===== src/hdl/streaming_kth_largest_heap_core_assert.svh =====
// Assertion macros for the streaming k-th largest heap core.
// Included by the RTL files that carry concurrent checks; no other dependencies.
`ifndef STREAMING_KTH_LARGEST_HEAP_CORE_ASSERT_SVH
`define STREAMING_KTH_LARGEST_HEAP_CORE_ASSERT_SVH
`ifndef SYNTHESIS
`define SKTH_ASSERT_SAME(label, clk, rst, ante, cons) \
   label: assert property (@(posedge clk) disable iff (rst) (ante) |-> (cons)) \
      else $error("skth assertion failed");
`define SKTH_ASSERT_NEXT(label, clk, rst, ante, cons) \
   label: assert property (@(posedge clk) disable iff (rst) (ante) |=> (cons)) \
      else $error("skth assertion failed");
`else
`define SKTH_ASSERT_SAME(label, clk, rst, ante, cons)
`define SKTH_ASSERT_NEXT(label, clk, rst, ante, cons)
`endif
`endif


===== src/hdl/skth_pkg.sv =====
// Shared constants and types for the streaming k-th largest heap core.
// No dependencies; used by the stream interfaces and the top level.
`timescale 1ns / 1ps
package skth_pkg;
   localparam int HEAP_CAPACITY = 64;
   localparam int ADDR_W        = (HEAP_CAPACITY > 1) ? $clog2(HEAP_CAPACITY) : 1;
   localparam int FILL_W        = $clog2(HEAP_CAPACITY + 1);
   localparam int CHILD_W       = ADDR_W + 2;
   localparam int VALUE_W       = 16;
   localparam int RANK_W        = 7;

   typedef logic signed [VALUE_W-1:0] value_type;
   typedef logic [ADDR_W-1:0]         addr_type;
   typedef logic [FILL_W-1:0]         fill_type;
   typedef logic [RANK_W-1:0]         rank_type;
endpackage


===== src/hdl/skth_stream_if.sv =====
// Valid/ready stream interfaces for sample requests and k-th value responses.
// Depends on skth_pkg for the value type.
`timescale 1ns / 1ps
interface skth_req_if;
   import skth_pkg::*;
   logic      valid;
   logic      ready;
   value_type sample_value;
   logic      set_end;
   modport source (output valid, output sample_value, output set_end, input ready);
   modport sink (input valid, input sample_value, input set_end, output ready);
endinterface

interface skth_rsp_if;
   import skth_pkg::*;
   logic      valid;
   logic      ready;
   value_type kth_value;
   logic      set_short;
   modport source (output valid, output kth_value, output set_short, input ready);
   modport sink (input valid, input kth_value, input set_short, output ready);
endinterface


===== src/hdl/streaming_kth_largest_heap_core.sv =====
// Streaming k-th largest selector: min-heap of up to k entries in one RAM.
// Depends on skth_pkg, skth_stream_if.sv and streaming_kth_largest_heap_core_assert.svh.
// Flow: an accepted item that enters the heap walks it level by level (S_UP or S_DN) through
// the RAM read ports; the block takes no new sample until it is back in S_IDLE.
// A set_end transaction then passes S_EMIT, which loads the response register once the output is free.
// Reset: synchronous; clears fill count, response valid and rank (to 1); RAM is not cleared.
`timescale 1ns / 1ps
`include "streaming_kth_largest_heap_core_assert.svh"
module streaming_kth_largest_heap_core (
   input  logic                   clock,
   input  logic                   reset,
   skth_req_if.sink               req_chan,
   skth_rsp_if.source             rsp_chan,
   input  logic                   csr_wr_en,
   input  logic [skth_pkg::RANK_W-1:0] csr_wr_data
);
   import skth_pkg::*;

   typedef enum logic [3:0] {
      S_IDLE = 4'b0001,
      S_UP   = 4'b0010,
      S_DN   = 4'b0100,
      S_EMIT = 4'b1000
   } state_type;

   value_type heap_mem [HEAP_CAPACITY];

   state_type state_ff, state_in, after_state;
   fill_type  fill_ff, fill_in, k_eff, k_ff;
   rank_type  rank_ff;
   addr_type  idx_ff, idx_in;
   value_type val_ff, top_ff, kth_ff;
   logic      last_ff, short_ff, rsp_valid_ff;

   logic      wr_en;
   addr_type  wr_addr, rd_addr_a, rd_addr_b;
   value_type wr_data, rd_a_ff, rd_b_ff;

   logic      req_fire, do_push, rsp_free, emit_go;

   logic [CHILD_W-1:0] l_w, r_w, n_w, nl_w;
   logic      l_ok, r_ok, dn_take;
   value_type dn_best;
   addr_type  dn_child;

   function automatic addr_type parent_of(input addr_type a);
      return (a - 1'b1) >> 1;
   endfunction

   assign req_fire = req_chan.valid && req_chan.ready;
   assign req_chan.ready = (state_ff == S_IDLE);
   assign rsp_free = !rsp_valid_ff || rsp_chan.ready;
   assign rsp_chan.valid = rsp_valid_ff;
   assign rsp_chan.kth_value = kth_ff;
   assign rsp_chan.set_short = short_ff;

   always_comb begin
      if (rank_ff == '0) begin
         k_eff = FILL_W'(1);
      end else if (int'(rank_ff) > HEAP_CAPACITY) begin
         k_eff = FILL_W'(HEAP_CAPACITY);
      end else begin
         k_eff = FILL_W'(rank_ff);
      end
   end

   assign do_push = fill_ff < k_eff;
   assign after_state = last_ff ? S_EMIT : S_IDLE;

   // sift-down child selection, ties go to the left child
   assign l_w  = {1'b0, idx_ff, 1'b1};
   assign r_w  = l_w + 1'b1;
   assign n_w  = CHILD_W'(fill_ff);
   assign l_ok = l_w < n_w;
   assign r_ok = r_w < n_w;

   always_comb begin
      dn_best  = val_ff;
      dn_child = l_w[ADDR_W-1:0];
      dn_take  = 1'b0;
      if (l_ok && rd_a_ff < dn_best) begin
         dn_best = rd_a_ff;
         dn_take = 1'b1;
      end
      if (r_ok && rd_b_ff < dn_best) begin
         dn_best  = rd_b_ff;
         dn_child = r_w[ADDR_W-1:0];
         dn_take  = 1'b1;
      end
   end

   assign nl_w = {1'b0, dn_child, 1'b1};

   always_comb begin
      state_in  = state_ff;
      fill_in   = fill_ff;
      idx_in    = idx_ff;
      wr_en     = 1'b0;
      wr_addr   = idx_ff;
      wr_data   = val_ff;
      rd_addr_a = parent_of(idx_ff);
      rd_addr_b = idx_ff;
      emit_go   = 1'b0;
      unique case (state_ff)
         S_IDLE: begin
            if (req_fire) begin
               if (do_push) begin
                  fill_in = fill_ff + 1'b1;
                  if (fill_ff == '0) begin
                     wr_en    = 1'b1;
                     wr_addr  = '0;
                     wr_data  = req_chan.sample_value;
                     state_in = req_chan.set_end ? S_EMIT : S_IDLE;
                  end else begin
                     idx_in    = fill_ff[ADDR_W-1:0];
                     rd_addr_a = parent_of(fill_ff[ADDR_W-1:0]);
                     state_in  = S_UP;
                  end
               end else if (req_chan.sample_value > top_ff) begin
                  idx_in    = '0;
                  rd_addr_a = ADDR_W'(1);
                  rd_addr_b = ADDR_W'(2);
                  state_in  = S_DN;
               end else begin
                  state_in = req_chan.set_end ? S_EMIT : S_IDLE;
               end
            end
         end
         S_UP: begin
            wr_en = 1'b1;
            if (idx_ff == '0 || rd_a_ff <= val_ff) begin
               state_in = after_state;
            end else begin
               wr_data   = rd_a_ff;
               idx_in    = parent_of(idx_ff);
               rd_addr_a = parent_of(parent_of(idx_ff));
            end
         end
         S_DN: begin
            wr_en = 1'b1;
            if (!dn_take) begin
               state_in = after_state;
            end else begin
               wr_data   = dn_best;
               idx_in    = dn_child;
               rd_addr_a = nl_w[ADDR_W-1:0];
               rd_addr_b = nl_w[ADDR_W-1:0] + 1'b1;
            end
         end
         S_EMIT: begin
            if (rsp_free) begin
               emit_go  = 1'b1;
               fill_in  = '0;
               state_in = S_IDLE;
            end
         end
         default: begin
            state_in = S_IDLE;
         end
      endcase
   end

   always_ff @(posedge clock) begin
      if (reset) begin
         state_ff     <= S_IDLE;
         fill_ff      <= '0;
         rsp_valid_ff <= 1'b0;
         rank_ff      <= RANK_W'(1);
      end else begin
         state_ff <= state_in;
         fill_ff  <= fill_in;
         if (emit_go) begin
            rsp_valid_ff <= 1'b1;
         end else if (rsp_chan.ready) begin
            rsp_valid_ff <= 1'b0;
         end
         if (csr_wr_en) begin
            rank_ff <= csr_wr_data;
         end
      end
   end

   always_ff @(posedge clock) begin
      idx_ff <= idx_in;
      if (req_fire) begin
         val_ff  <= req_chan.sample_value;
         last_ff <= req_chan.set_end;
         k_ff    <= k_eff;
      end
      if (emit_go) begin
         kth_ff   <= top_ff;
         short_ff <= fill_ff < k_ff;
      end
      if (wr_en && wr_addr == '0) begin
         top_ff <= wr_data;
      end
   end

   always_ff @(posedge clock) begin
      if (wr_en) begin
         heap_mem[wr_addr] <= wr_data;
      end
      rd_a_ff <= heap_mem[rd_addr_a];
      rd_b_ff <= heap_mem[rd_addr_b];
   end

   `SKTH_ASSERT_SAME(a_write_in_heap, clock, reset, wr_en && state_ff != S_IDLE, FILL_W'(wr_addr) < fill_ff)
   `SKTH_ASSERT_NEXT(a_push_grows, clock, reset, req_fire && do_push, fill_ff == $past(fill_ff) + 1'b1)
   `SKTH_ASSERT_NEXT(a_sift_descends, clock, reset, state_ff == S_DN && state_in == S_DN, idx_ff > $past(idx_ff))
   `SKTH_ASSERT_NEXT(a_emit_clears, clock, reset, emit_go, fill_ff == '0 && rsp_valid_ff)
endmodule

===== src/flat_wrapper.sv =====
// flat-port wrapper written by rule: the top's interface ports become plain ports
module streaming_kth_largest_heap_core_flat import skth_pkg::*;
  (clock, reset, csr_wr_en, csr_wr_data, req_chan_valid, req_chan_sample_value, req_chan_set_end, req_chan_ready, rsp_chan_valid, rsp_chan_kth_value, rsp_chan_set_short, rsp_chan_ready);
  skth_req_if req_chan_i ();
  skth_rsp_if rsp_chan_i ();
  input  logic clock;
  input  logic reset;
  input  logic csr_wr_en;
  input  logic [skth_pkg::RANK_W-1:0] csr_wr_data;
  input wire logic [$bits(req_chan_i.valid)-1:0] req_chan_valid;
  input wire logic [$bits(req_chan_i.sample_value)-1:0] req_chan_sample_value;
  input wire logic [$bits(req_chan_i.set_end)-1:0] req_chan_set_end;
  output wire logic [$bits(req_chan_i.ready)-1:0] req_chan_ready;
  output wire logic [$bits(rsp_chan_i.valid)-1:0] rsp_chan_valid;
  output wire logic [$bits(rsp_chan_i.kth_value)-1:0] rsp_chan_kth_value;
  output wire logic [$bits(rsp_chan_i.set_short)-1:0] rsp_chan_set_short;
  input wire logic [$bits(rsp_chan_i.ready)-1:0] rsp_chan_ready;
  assign req_chan_i.valid = req_chan_valid;
  assign req_chan_i.sample_value = req_chan_sample_value;
  assign req_chan_i.set_end = req_chan_set_end;
  assign req_chan_ready = req_chan_i.ready;
  assign rsp_chan_valid = rsp_chan_i.valid;
  assign rsp_chan_kth_value = rsp_chan_i.kth_value;
  assign rsp_chan_set_short = rsp_chan_i.set_short;
  assign rsp_chan_i.ready = rsp_chan_ready;
  streaming_kth_largest_heap_core u_core (.clock(clock), .reset(reset), .req_chan(req_chan_i), .rsp_chan(rsp_chan_i), .csr_wr_en(csr_wr_en), .csr_wr_data(csr_wr_data));
endmodule

===== config.mk =====
export PLATFORM = sky130hd
export DESIGN_NAME = streaming_kth_largest_heap_core_flat
export DESIGN_NICKNAME = d
export VERILOG_FILES = /design/src/hdl/skth_pkg.sv /design/src/hdl/skth_stream_if.sv /design/src/hdl/streaming_kth_largest_heap_core.sv /design/src/flat_wrapper.sv
export VERILOG_INCLUDE_DIRS = /design/src /design/src/hdl
export SDC_FILE = /design/constraint.sdc
export NUM_CORES = 2
export LEC_CHECK = 0
export BUFFER_PORTS_ARGS = -buffer_cell sky130_fd_sc_hd__buf_2
export CAP_MARGIN = 10
export CORE_MARGIN = 2
export CORE_UTILIZATION = 50
export CTS_BUF_LIST = sky130_fd_sc_hd__clkbuf_2 sky130_fd_sc_hd__clkbuf_4 sky130_fd_sc_hd__clkbuf_8
export DETAILED_ROUTE_END_ITERATION = 8
export GPL_ROUTABILITY_DRIVEN = 0
export PLACE_DENSITY = 0.65
export SLEW_MARGIN = 20
export SYNTH_ARGS = -nofsm -noshare
export SYNTH_HDL_FRONTEND = slang
export SYNTH_SLANG_ARGS = --single-unit
export TNS_END_PERCENT = 50

===== constraint.sdc =====
create_clock -name clock -period 11.08 [get_ports clock]
set_clock_uncertainty 0.05 [all_clocks]
set_input_delay 2.216 -clock clock [delete_from_list [all_inputs] [get_ports clock]]
set_output_delay 2.216 -clock clock [all_outputs]
set_load 0.02 [all_outputs]

After elaboration in Yosys (flattened, before gate mapping)

Memories as Yosys holds them, arrays and structs flattened. A register that Yosys moved wholly into a read port is not among the register bits.
Cells that the tools add are included.

Output and inout bits: 19
Flip-flop bits (word level): 82
Memories: 1
Bits in writable memories: 1,024

Memories:

| name            | words | bits a word | read ports | clocked after Yosys merged registers in | write ports | RTL line                              | text |
|---|---|---|---|---|---|---|---|
| u_core.heap_mem | 64    | 16          | 2          | 2                                       | 1           | streaming_kth_largest_heap_core.sv:26 | `value_type heap_mem [HEAP_CAPACITY];` |

$lt $le $gt $ge: 9
Equality and inequality tests: 13
Mux-type cells: 60
Reductions and logical operators: 18
$add $sub $neg: 6

Operators with widths:

| kind                                                  | number |
|---|---|
| 2-to-1 mux 16 bit                                     | 7 |
| 2-to-1 mux 6 bit                                      | 18 |
| case mux 16 bit (3 select lines)                      | 1 |
| 2-to-1 mux 4 bit                                      | 9 |
| case mux 6 bit (3 select lines)                       | 2 |
| 2-to-1 mux 7 bit                                      | 5 |
| less-than comparator 16 bit                           | 2 |
| less-than comparator 7 bit                            | 3 |
| greater-than comparator 16 bit                        | 1 |
| <= comparator 16 bit                                  | 1 |
| case mux 4 bit (4 select lines)                       | 1 |
| 2-to-1 mux 5 bit                                      | 3 |
| zero test 7 bit                                       | 2 |
| case mux 7 bit (2 select lines)                       | 1 |
| zero test 6 bit                                       | 2 |
| case mux 6 bit (2 select lines)                       | 1 |
| subtractor 6 x 1 -> 6 bit (second input constant)     | 2 |
| 2-to-1 mux 1 bit                                      | 11 |
| adder 7 x 1 -> 8 bit (second input constant)          | 1 |
| less-than comparator 8 x 7 -> 1 bit                   | 1 |
| != test 2 bit (second input constant)                 | 4 |
| AND reduction 4 bit                                   | 2 |
| adder 7 x 1 -> 7 bit (second input constant)          | 1 |
| greater-than comparator 7 bit (second input constant) | 1 |
| 16 further kinds                                      | 24 |

Depth between registers and ports, before layout

Depth after elaboration: 9
Gate-level depth with buffers: 32
Mapped depth without buffers: 23

Worst setup path after synthesis

No wires, ideal clock.

Kind: flip-flop to flip-flop
Start point: register u_core.val_ff[15]
End point: memory u_core.heap_mem[0][13] in the netlist's numbering (data pin)
Path slack: 2.829 ns
Library setup time: 0.709 ns
Arrival: 7.492 ns
Path buffers: 6
Period minus slack after synthesis: 8.251 ns
Cell stages (with the launch flop): 24
Cell sequence: edfxtp_1 -> inv_1 -> ha_1 -> nand4_1 -> or4_4 -> a21oi_2 -> o31ai_2 -> buf_6 -> nand2_1 -> buf_4 -> buf_1 -> mux2i_1 -> ha_1 -> nand4_1 -> nor4_1 -> nand2_1 -> a21o_1 -> a31oi_1 -> a21o_1 -> buf_2 -> buf_1 -> clkbuf_1 -> o21ai_0 -> o21ai_0

Word-level cells in the longest chain between the ends: 8
Elaborated cells on any way between the ends: 13
Classes of those cells: order compare: 3; mux: 7; reduce/logical: 3

RTL lines:

| item                                                         | RTL line                               | text |
|---|---|---|
| start, declared                                              | streaming_kth_largest_heap_core.sv:32  | `value_type val_ff, top_ff, kth_ff;` |
| start signal, assigned                                       | streaming_kth_largest_heap_core.sv:186 | `val_ff <= req_chan.sample_value;` |
| less-than comparator 16 bit                                  | streaming_kth_largest_heap_core.sv:81  | `if (l_ok && rd_a_ff < dn_best) begin` |
| logical AND 1 bit                                            | streaming_kth_largest_heap_core.sv:81  |  |
| 2-to-1 mux 16 bit                                            | streaming_kth_largest_heap_core.sv:81  |  |
| less-than comparator 16 bit                                  | streaming_kth_largest_heap_core.sv:85  | `if (r_ok && rd_b_ff < dn_best) begin` |
| logical AND 1 bit                                            | streaming_kth_largest_heap_core.sv:85  |  |
| 2-to-1 mux 16 bit / 2-to-1 mux 1 bit (equally long branches) | streaming_kth_largest_heap_core.sv:85  |  |
| 2-to-1 mux 16 bit                                            | streaming_kth_largest_heap_core.sv:141 | `if (!dn_take) begin` |
| case mux 16 bit (3 select lines) *                           | streaming_kth_largest_heap_core.sv:104 | `unique case (state_ff)` |
| named net u_core.wr_data[13]                                 | streaming_kth_largest_heap_core.sv:37  | `value_type wr_data, rd_a_ff, rd_b_ff;` |
| end, declared                                                | streaming_kth_largest_heap_core.sv:26  |  |

Mark *: on every way through the listed nets, which the timed path passes. The rest lies on a longest branch.

Final worst setup path

Start point: register u_core.val_ff[11]
End point: register u_core.rd_a_ff[3], read port of u_core.heap_mem

Word-level cells in the longest chain between the ends: 8
Elaborated cells on any way between the ends: 13
Classes of those cells: order compare: 3; mux: 7; reduce/logical: 3

RTL lines:

| item                                                        | RTL line |
|---|---|
| less-than comparator 16 bit                                 | streaming_kth_largest_heap_core.sv:81 |
| logical AND 1 bit                                           | streaming_kth_largest_heap_core.sv:81 |
| 2-to-1 mux 16 bit                                           | streaming_kth_largest_heap_core.sv:81 |
| less-than comparator 16 bit                                 | streaming_kth_largest_heap_core.sv:85 |
| logical AND 1 bit                                           | streaming_kth_largest_heap_core.sv:85 |
| 2-to-1 mux 1 bit / 2-to-1 mux 6 bit (equally long branches) | streaming_kth_largest_heap_core.sv:85 |
| 2-to-1 mux 6 bit                                            | streaming_kth_largest_heap_core.sv:141 |
| case mux 6 bit (3 select lines) *                           | streaming_kth_largest_heap_core.sv:104 |
| end, declared                                               | streaming_kth_largest_heap_core.sv:37 |

Every way passes the cells marked *; elsewhere a longest branch is shown, timed or not.
A chain may end at the register's enable or synchronous reset.

==> metrics <==
outcome completed; IO buf count 47; #FFs+latches synth 1138; final hold vios 0; Final ANT Viol Nets 0; Clock Root Buffer clkbuf_8; final WL 184000 microns; Cells after Synth 3633; commonest non-fill, non-tap cell in the layout edfxtp_1; Post-CTS Resized 0; TritonCTS Buffers 185; Synth Area in XOR/XNOR 0.401%; CP endpoint kind register; # H-tree levels 4; Core Region 0.109 sq mm; Clock Tree Buf Depth 3; DRT iter0 DRCs 5510; grt ovf 0; leading cell types in the layout, fill and taps excluded edfxtp_1, nand2_1, mux4_2, nand3_1, clkbuf_8; synth unique cells 70; Post-Synth Adder-Cell Area 1.77%; cts hold-fix bufs 0; Post-CTS Setup Inserts 0; NumNets Final 3847; mux share of post-synthesis cell area 19.2%; fraction of layout cells with a size suffix above 1 27.1%; startpoint class of the critical path register; starting density of the core 50.3%; number of max-cap violations 0; Rel. slew slack 20.9%; CP arrival 10.44 ns; clock slew at reported path FFs 0.06 ns; gr usage total 32.9%; Syn Area/Cell 15.0 sq um; initial antenna violation count 11; worst-path fanout max 84; Clock Latency Late Sink 0.90 ns; top cell type's share of synthesized area 59.8%; min-delay worst type register to register; share of flip-flops with an asynchronous set or reset 0%; I/O Pins 48; number of global-route vias before repair 35300; synthesized area 0.0546 sq mm; worst-margin pin slew 1.18 ns; Die W 334 microns; Syn-to-layout area delta 11.6%; Via density 6.84; syn_nets 3739; largest net degree at the start of global routing 180; endpoints failing setup 0; final slew viol count 0; Remaining DRCs 0; clock tree sinks 1138; min cycle time layout 9.78 ns; via count 36300; period utilization 88.2%; WP data required 11.74 ns; Site Rows 121; Initial DRT Pass Iterations 8; Detailed Place HPWL 115000 microns; Synthesis Warnings 0; post-synthesis sequential area ratio 61.7%; largest area contributor in the netlist edfxtp_1; Die Area 0.112 sq mm; Setup TNS 0 ns; CTS tree yes; wire per inst 34.6 microns; global-route wire length before repair 257000 microns; largest family of logic cells by synthesized area multiplexers; prevailing post-synth register cell edfxtp_1; simple-gate portion of the synthesized area 9.32%; Die Y 334 microns; RSZ-0062 raised after global routing no; EDFF count, synth 1087; Compound-Gate Fraction of Synth Area 5.12%; Achievable Freq 0.102 GHz; kind of critical path register to register; worst r2r path cells 23; Hold Crit Depth 0; Area contributors post-synth edfxtp_1, mux4_2, nand2_1
==> worst max-delay path: stages (launching register included) <==
cell	delay [ns]
edfxtp_1	0.42
inv_1	0.08
ha_1	0.25
a21oi_1	0.14
o21ai_0	0.10
a221o_1	0.39
o31ai_2	0.79
nand2_1	0.91
mux2i_1	0.32
ha_1	0.43
nand4_1	0.16
nor4_1	0.40
nand2_1	0.13
a21o_1	0.20
a31oi_1	0.33
a21o_1	0.20
buf_4	0.42
a211o_4	0.79
buf_12	0.44
buf_12	0.40
mux4_2	0.36
a22oi_1	0.54
a31oi_1	0.47
or4_1	0.71
==> worst paths after layout <==
| check | slack [ns] | end | start |
|---|---|---|---|
| max reg2reg | 1.30 | u_core.rd_a_ff[3] | u_core.val_ff[11] |
| min | 0.41 | u_core.rsp_chan.kth_value[6] | u_core.top_ff[6] |
| max | 1.30 | u_core.rd_a_ff[3] | u_core.val_ff[11] |
| min reg2reg | 0.41 | u_core.rsp_chan.kth_value[6] | u_core.top_ff[6] |
==> layout make-up <==
class	instances	area, sq um
sequential	1138	33700
timing repair buffer	177	1360
inverter	65	244
fill	8522	47700
clock inverter	75	520
multi-input combinational	2174	20100
tap	1414	1770
clock buffer	267	3240
antenna	3	7.51
==> synthesized netlist by cell type (all sizes together) (12+ instances only) <==
master  count
edfxtp   1087
nand2     515
mux4      399
nand3     352
clkbuf    161
nor2      115
a22oi      98
buf        95
ha         77
mux2i      74
a21oi      68
mux2       66
inv        65
a31oi      61
o21ai      55
dfxtp      51
o22ai      35
nand2b     31
nor3       19
xnor2      19
or4        17
a222oi     15
nor4bb     15
a32oi      12
==> stage by stage <==
stage	cell area, sq um	hold WS [ns]	utilization [%]	cells	setup slack (ns)
floorplan	54600	0.376	-	3633	2.83
global placement	57100	0.382	52.6	4968	1.57
detailed placement	57100	0.388	52.6	4968	1.53
CTS	60900	0.409	56.1	5310	1.51
global route	60900	0.420	56.1	5311	1.07
finish	60900	0.407	56.1	5313	1.30
==> per-layer routing <==
| layer | part of all wire [%] | vias up | track usage, % |
|---|---|---|---|
| li1 | - | 14800 | - |
| met1 | 35 | 18400 | 41.7 |
| met2 | 44 | 2667 | 48.8 |
| met3 | 13 | 504 | 10.6 |
| met4 | 7.5 | 14 | 21.4 |
| met5 | 0.045 | - | 0 |
==> flip-flops by register name, summed over array words and instances (netlist names) <==
signal                     count
u_core.heap_mem             1024
u_core.rd_a_ff                16
u_core.rd_b_ff                16
u_core.rsp_chan.kth_value     16
u_core.top_ff                 16
u_core.val_ff                 16
u_core.fill_ff                 7
u_core.k_ff                    7
u_core.rank_ff                 7
u_core.idx_ff                  6
u_core.state_ff                4
u_core.last_ff                 1
u_core.rsp_chan.set_short      1
u_core.rsp_chan.valid          1
==> logic make-up after synthesis <==
family                   Yosys count
AND/OR/NAND/NOR                 1120
flip-flops                      1138
XOR/XNOR                          25
buffers and inverters            321
AO/OA/AOI/OAI                    413
adder cells (fa/ha/maj)           77
multiplexers                     539
Power is not shown: default switching activity piles up to over one toggle a cycle in this logic, so the estimate is an artifact.
